`src/rart_pkg.sv`:
```
`timescale 1ns / 1ps
// Shared types, sizes and arithmetic helpers for the range-add / range-max table.
// Used by rart_cell, range_add_range_max_table and rart_checker; depends on nothing.
package rart_pkg;

  localparam int MAX_ENTRIES  = 1024;
  localparam int VALUE_BITS   = 48;
  localparam int OPERAND_BITS = 32;
  localparam int NUM_CELLS    = 32;
  localparam int CELL_DEPTH   = MAX_ENTRIES / NUM_CELLS;
  localparam int IDX_BITS     = $clog2(MAX_ENTRIES);
  localparam int SIZE_BITS    = IDX_BITS + 1;
  localparam int ADDR_BITS    = $clog2(CELL_DEPTH);
  localparam int CELL_BITS    = $clog2(NUM_CELLS);
  localparam int OP_BITS      = 2;

  typedef logic [OP_BITS-1:0] op_t;
  localparam op_t OP_ASSIGN = 2'd0;
  localparam op_t OP_ADD    = 2'd1;
  localparam op_t OP_QUERY  = 2'd2;

  typedef logic signed [VALUE_BITS-1:0]   value_t;
  typedef logic signed [OPERAND_BITS-1:0] operand_t;

  localparam value_t VAL_MAX   = {1'b0, {(VALUE_BITS-1){1'b1}}};
  localparam value_t VAL_MIN   = {1'b1, {(VALUE_BITS-1){1'b0}}};
  localparam value_t EMPTY_MAX = VALUE_BITS'(-64'sd1000000000);

  // One operation as it travels down the row of cells.
  typedef struct packed {
    op_t                 op;
    logic [IDX_BITS-1:0] lo;
    logic [IDX_BITS-1:0] hi;
    operand_t            val;
    logic                err;
    logic                empty;
  } cmd_t;

  // Neighbor-to-neighbor hand-off: start pulse, the operation and the running maximum.
  typedef struct packed {
    logic   go;
    cmd_t   cmd;
    value_t chain;
  } link_t;

  typedef struct packed {
    logic   busy;
    logic   fin;
    value_t fin_max;
  } stat_t;

  function automatic value_t sext_operand(operand_t b);
    return {{(VALUE_BITS-OPERAND_BITS){b[OPERAND_BITS-1]}}, b};
  endfunction

  function automatic value_t sat_add(value_t a, operand_t b);
    logic [VALUE_BITS:0] sum;
    value_t              res;
    sum = {a[VALUE_BITS-1], a} + {{(VALUE_BITS+1-OPERAND_BITS){b[OPERAND_BITS-1]}}, b};
    if (sum[VALUE_BITS] != sum[VALUE_BITS-1]) begin
      res = sum[VALUE_BITS] ? VAL_MIN : VAL_MAX;
    end else begin
      res = sum[VALUE_BITS-1:0];
    end
    return res;
  endfunction

  function automatic value_t max_of(value_t a, value_t b);
    return (a > b) ? a : b;
  endfunction

endpackage

```
`src/rart_cell.sv`:
```
`timescale 1ns / 1ps
// One cell of the table: a slice of CELL_DEPTH entries in a local memory, swept once per
// operation, with the running range maximum handed on to the next cell. Uses rart_pkg.
module rart_cell (
  input  logic                           clk,
  input  logic                           rst_n,
  input  logic [rart_pkg::CELL_BITS-1:0] cell_id,
  input  rart_pkg::link_t                link_in,
  output rart_pkg::link_t                link_out,
  output rart_pkg::stat_t                stat
);

  rart_pkg::value_t                   mem [rart_pkg::CELL_DEPTH];
  logic                               clr_r;
  rart_pkg::cmd_t                     cmd_q_r;
  logic                               go_r;
  logic                               act_r;
  logic [rart_pkg::ADDR_BITS-1:0]     cnt_r;
  logic                               rv_r;
  logic [rart_pkg::ADDR_BITS-1:0]     ra_r;
  rart_pkg::value_t                   rdata_r;
  rart_pkg::value_t                   lmax_r;
  rart_pkg::value_t                   lmax_nxt;
  rart_pkg::value_t                   chain_r;
  rart_pkg::value_t                   chain_nxt;

  logic [rart_pkg::IDX_BITS-1:0]      idx;
  rart_pkg::value_t                   entry;
  logic                               in_range;
  logic                               do_assign;
  logic                               do_add;
  logic                               do_max;
  logic                               wr_en;
  rart_pkg::value_t                   wr_data;
  logic                               fin;

  always_comb begin
    idx       = {cell_id, ra_r};
    entry     = rdata_r;
    in_range  = (idx >= cmd_q_r.lo) && (idx <= cmd_q_r.hi);
    do_assign = rv_r && (cmd_q_r.op == rart_pkg::OP_ASSIGN) && !cmd_q_r.err &&
                (idx == cmd_q_r.lo);
    do_add    = rv_r && (cmd_q_r.op == rart_pkg::OP_ADD) && !cmd_q_r.err &&
                !cmd_q_r.empty && in_range;
    do_max    = rv_r && (cmd_q_r.op == rart_pkg::OP_QUERY) && !cmd_q_r.err &&
                !cmd_q_r.empty && in_range;
    wr_en     = do_assign || do_add;
    wr_data   = do_assign ? rart_pkg::sext_operand(cmd_q_r.val)
                          : rart_pkg::sat_add(entry, cmd_q_r.val);
    lmax_nxt  = do_max ? rart_pkg::max_of(lmax_r, entry) : lmax_r;
    fin       = rv_r && (ra_r == rart_pkg::ADDR_BITS'(rart_pkg::CELL_DEPTH - 1));
    // The left neighbor finished in the cycle before, so its maximum is already registered.
    chain_nxt = rart_pkg::max_of(link_in.chain, lmax_nxt);
  end

  always_ff @(posedge clk) begin
    if (act_r) begin
      rdata_r <= mem[cnt_r];
    end
    // After reset the counter walks every address once and zeroes it.
    if (clr_r) begin
      mem[cnt_r] <= '0;
    end else if (wr_en) begin
      mem[ra_r] <= wr_data;
    end
  end

  always_ff @(posedge clk) begin
    if (!rst_n) begin
      clr_r <= 1'b1;
      go_r  <= 1'b0;
      act_r <= 1'b0;
      cnt_r <= '0;
      rv_r  <= 1'b0;
    end else begin
      go_r <= link_in.go;
      rv_r <= act_r;
      if (clr_r) begin
        cnt_r <= cnt_r + rart_pkg::ADDR_BITS'(1);
        if (cnt_r == rart_pkg::ADDR_BITS'(rart_pkg::CELL_DEPTH - 1)) begin
          clr_r <= 1'b0;
        end
      end else if (link_in.go) begin
        act_r <= 1'b1;
        cnt_r <= '0;
      end else if (act_r) begin
        cnt_r <= cnt_r + rart_pkg::ADDR_BITS'(1);
        if (cnt_r == rart_pkg::ADDR_BITS'(rart_pkg::CELL_DEPTH - 1)) begin
          act_r <= 1'b0;
        end
      end
    end
  end

  always_ff @(posedge clk) begin
    ra_r <= cnt_r;
    if (link_in.go) begin
      cmd_q_r <= link_in.cmd;
      lmax_r  <= rart_pkg::VAL_MIN;
    end else begin
      lmax_r  <= lmax_nxt;
    end
    if (fin) begin
      chain_r <= chain_nxt;
    end
  end

  assign link_out.go    = go_r;
  assign link_out.cmd   = cmd_q_r;
  assign link_out.chain = chain_r;

  assign stat.busy    = act_r || clr_r;
  assign stat.fin     = fin;
  assign stat.fin_max = chain_nxt;

endmodule

```
`config.mk`:
```
export PLATFORM = sky130hd
export DESIGN_NAME = rart_cell
export DESIGN_NICKNAME = d
export VERILOG_FILES = /design/src/rart_pkg.sv /design/src/rart_cell.sv
export SDC_FILE = /design/constraint.sdc
export NUM_CORES = 2
export LEC_CHECK = 0
export ABC_AREA = 1
export BUFFER_PORTS_ARGS = -buffer_cell sky130_fd_sc_hd__buf_2
export CAP_MARGIN = 10
export CORE_MARGIN = 8
export CORE_UTILIZATION = 40
export DETAILED_ROUTE_END_ITERATION = 12
export SYNTH_ARGS = -nofsm -noshare
export SYNTH_HDL_FRONTEND = slang
export SYNTH_SLANG_ARGS = --single-unit
```
`constraint.sdc`:
```
create_clock -name clk -period 5.41 [get_ports clk]
set_clock_uncertainty 0.2 [all_clocks]
set_input_delay 0.2705 -clock clk [delete_from_list [all_inputs] [get_ports clk]]
set_output_delay 0.2705 -clock clk [all_outputs]
set_load 0.01 [all_outputs]
```
**After elaboration in Yosys (flattened, before gate mapping)**

Memories as Yosys holds them, arrays and structs flattened. A register that Yosys moved wholly into a read port is not among the register bits.
Cells that the tools add are included.

- Order comparisons: 4
- Reduce and logical (&&, ||, !) cells: 20
- Muxes and demuxes: 21
- Add/subtract/negate cells: 2
- Equality and inequality tests: 6

Operator list:

| operator | count |
|---|---|
| $mux W48 | 7 |
| $gt A48 B48 Y1 | 2 |
| $add A48 B32 Y49 | 1 |
| $reduce_or A48 Y1 | 1 |
| $mux W5 | 4 |
| $logic_and A1 B1 Y1 | 13 |
| $eq A10 B10 Y1 | 1 |
| $eq A5 B5 Y1 const B | 2 |
| $ge A10 B10 Y1 | 1 |
| $le A10 B10 Y1 | 1 |
| $mux W1 | 10 |
| $add A5 B1 Y5 const B | 1 |
| $reduce_bool A3 Y1 | 1 |
| $eq A2 B1 Y1 const B | 1 |
| $eq A2 B2 Y1 const B | 1 |
| $logic_not A1 Y1 | 2 |
| $logic_not A2 Y1 | 1 |
| $logic_or A1 B1 Y1 | 2 |
| $ne A1 B1 Y1 | 1 |

- Memory bits (writable): 1536
- Word-level logic and storage cells: 68
- Memories kept: 1
- Output and inout port bits: 155
- Input port bits: 112
- Bits in registers: 166

Memories:

| memory | words | width | read ports | clocked after Yosys merged registers in | write ports | RTL line | text |
|---|---|---|---|---|---|---|---|
| mem | 32 | 48 | 1 | 1 | 1 | rart_cell.sv:13 | `rart_pkg::value_t mem [rart_pkg::CELL_DEPTH];` |

**Logic depth before layout (Yosys ltp)**

- Depth in word-level cells: 11
- Gate-level depth with buffers: 37

**Least setup slack after synthesis**

No wires, ideal clock.

- Path type: flip-flop to output port
- Start: register ra_r[3] (netlist name)
- End: output port stat[48] (netlist name)
- Path buffers: 1
- Arrival: 4.259 ns
- Setup slack: 0.680 ns
- Stages on the path, launching flop included: 4
- Data required time: 4.939 ns
- Path through: dfxtp_1 -> nand4_1 -> nor3_1 -> buf_4

- Word-level cells in the longest chain between the ends: 2

Ends and longest elaborated chain:

| item | RTL line | text |
|---|---|---|
| start, declared | rart_cell.sv:20 | `logic [rart_pkg::ADDR_BITS-1:0] ra_r;` |
| start signal, assigned | rart_cell.sv:96 | `ra_r <= cnt_r;` |
| $eq A5 B5 Y1 | rart_cell.sv:51 | `fin = rv_r && (ra_r == rart_pkg::ADDR_BITS'(rart_pkg::CELL_DEPTH - 1));` |
| $logic_and A1 B1 Y1 | rart_cell.sv:51 |  |
| end, declared | rart_cell.sv:10 | `output rart_pkg::stat_t stat` |

No other way between the ends.

==> impl_metrics.yaml <==
sta:
  worst_pin_slew_ns: 1.279
  slew_viol_final: 0
  slew_headroom_pct: 14.71
  post-route-period-util_pct: 103.3
  hold_viol: 0
  fmax_mhz: 178.9
  tns_ns: -6.900
  worst_slack_ns: -0.1805
  rsz0062_at_grt: "yes"
  setup_viol: 48
  min_period_ns: 5.591
synth:
  ys_types: 50
  yosysSeqAreaShare_pct: 69.48
  synthCells: 6309
  synth_edf_count: 1688
  synth_top_flop_cell: "edfxtp_1"
  synth-seq-cells: 1750
  synth-async-reset-ratio_pct: 0
  syn_avg_cell_area_um2: 11.85
  syn_area_um2: 74750
  synth_top_area_share_pct: 67.81
  yosys_warnings: 0
  synth_nets: 6588
  synth.area.top_cells: "edfxtp_1, o21ai_0, nor2_1"
  synth_top_area_cell: "edfxtp_1"
grt:
  grt_max_degree: 182
  antenna_found_initial: 7
  overflow: 0
  grt_pass1_wl_mm: 346.9
  grt_pass1_vias: 51340
  grt_usage_pct: 23.01
layout:
  final_common_cell: "edfxtp_1"
  final_cell_mix: "edfxtp_1, nor2_1, o21ai_0"
  multi_input_area_um2: 21840
  area_growth_pct: 21.09
  nFillCells: 16070
  layout-drive-gt1-share_pct: 17.95
  fin_area_um2: 90510
  fin_cells: 9479
  fin_nets: 7137
  regArea_um2: 51940
critical_path:
  rr_worst_depth: 15
  setup.worst_path.class: "flop to primary output"
  worstPathRequired_ns: 4.94
  endpoint: "stat[20]"
  crit_top_cell: "nand2_2"
  cp_slowest_stage_delay_ns: 0.45
  r2r-end: "mem[22][42]"
  crit_path_top_delay_cell: "edfxtp_1"
  reg2reg_from: "link_out[81]"
  setup.worst_path.start_class: "flop"
  reg2reg_slack_ns: 0.57
  timing.critical_path.from: "entry[47]"
  crit_fanout: 8
  arrival_ns: 5.12
  cp-end-kind: "primary output"
cts:
  cts.sinks: 1750
  cts_tree: "built"
  htree_levels: 4
  clock_tree.buffer_depth: 3
  insertion_delay_ns: 0.84
  cts_inserted_buffers: 174
  cts_root_buf: "clkbuf_16"
  clk_pin_slew_worst_paths_ns: 0.06
floorplan:
  die_area_um2: 201000
  io_pins: 267
  fp.dieH_um: 448.3
  rows: 158
  start_util_pct: 40.27
  fp.coreArea_um2: 185600
  die_w_um: 448.3
run_status:
  violations: "setup timing"
  status: "finished with violations"
place:
  io_buffer_count: 266
  gp_congestion: 0.9404
  dpl_cell_area_um2: 80560
  place_inst: 8926
  dp_hpwl_mm: 134.5
drt:
  vias: 54040
  via_per_inst: 5.701
  postRouteAntennaNets: 0
  routedWlPerCell_um: 25.66
  finalWirelength_mm: 243.2
  drtIter0Drc: 5758
  drcViolationCount: 0
  first_pass_iters: 5
pwr:
  ir_worst_vdd_mv: 0.2600
  p_leak_nw: 30.71
  powerDensity_nw_per_um2: 331.9
flow_run:
  maxCapViolCount: 0
min_path:
  hp-class: "input pin to flop"
  hold_depth: 3
==> repair_timing <==
item | 4_1_cts | 5_1_grt
gates cloned | 7 | 10
pin swaps | 20 | 95
gates resized for setup | 96 | 279
endpoints found under the hold margin | 155 | 0
hold buffers | 162 | 0
buffers inserted | 24 | 35
endpoints found under the setup margin | 48 | 48
==> cell families after synthesis <==
family                   count (synthesis)  share of synthesized area [%]
adder cells (fa/ha/maj)                167                          2.806
buffers and inverters                  702                          3.763
XOR/XNOR                                39                         0.4670
AO/OA/AOI/OAI                         1475                          11.35
AND/OR/NAND/NOR                       2176                          12.14
flip-flops                            1750                          69.48
==> where the power goes <==
group	leakage (nW)	switching [mW]	internal [mW]
sequential	15.1	0.101	14.8
clock	2.78	5.31	6.95
combinational	12.8	1.90	0.926
==> registers in the layout, indices dropped and copies added, names as in the netlist <==
register and count:
mem 1536, link_out 56, chain_r 48, entry 48
lmax_r 48, cnt_r 5, ra_r 5, act_r 1
clr_r 1, go_r 1, rv_r 1
==> synth_stat cells, types with 4 or more instances <==
cell / n
clkbuf_1: 278
o221ai_1: 146
o21ai_1: 18
nand2_2: 11
nand4_1: 72
a21oi_1: 142
o211ai_1: 48
xor2_1: 17
or2_2: 25
buf_2: 48
inv_1: 313
inv_2: 14
nor2_1: 971
nand2_1: 700
ha_1: 166
o21ai_0: 838
o21bai_1: 17
nor2_2: 5
edfxtp_1: 1688
o22ai_1: 238
buf_4: 15
nor4_1: 5
or2_1: 4
nor3_1: 20
o21a_1: 7
buf_1: 26
dfxtp_1: 62
a21oi_2: 13
nand3_1: 338
xnor2_1: 21
nand3_2: 15
==> how the worst min path moves through the flow <==
stage / from / endpoint
5_1_grt: rst_n / clr_r
2_1_floorplan: rst_n / clr_r
4_1_cts: link_in[39] / chain_r[39]
3_5_place_dp: cnt_r[4] / ra_r[4]
3_3_place_gp: cnt_r[4] / ra_r[4]
6_report: rst_n / clr_r
==> final cells by class <==
| type | count | share of cell area (%) |
|---|---|---|
| diodes | 3 | 0.008294 |
| clock buffers | 213 | 5.076 |
| clock inverters | 101 | 1.257 |
| inverters | 329 | 1.388 |
| multi-input cells | 3857 | 24.13 |
| flip-flops and latches | 1750 | 57.39 |
| well taps | 2480 | 3.428 |
| repair buffers | 746 | 7.324 |
==> critical path: cells and delay by family (launching register included) <==
family | cells | cell delay [ns]
AND/OR/NAND/NOR | 14 | 1.58
adder cells (fa/ha/maj) | 2 | 0.49
buffers and inverters | 8 | 1.22
AO/OA/AOI/OAI | 3 | 0.36
flip-flops | 1 | 0.45
XOR/XNOR | 1 | 0.18
==> metrics by stage <==
stage	power, mW	setup WS [ns]	util, %	hold WS (ns)
after global routing	30.86	-0.4170	48.76	0.1396
after floorplan	16.69	0.6802	-	0.1467
after global placement	17.72	0.4221	43.40	0.2230
final	30.04	-0.1805	48.76	0.1511
after detailed placement	17.75	0.4174	43.40	0.2247
after CTS	30.00	-0.2044	47.76	0.07869
==> per-layer routing <==
layer | vias to the layer above | part of all wire [%] | GRT usage (%)
met5 | - | 0.019 | 0.1658
li1 | 24060 | - | -
met2 | 2499 | 48 | 38.40
met1 | 27000 | 40 | 30.81
met4 | 2 | 3.8 | 7.774
met3 | 478 | 8.1 | 3.603
Note: power is estimated with default switching activity, not from simulation.
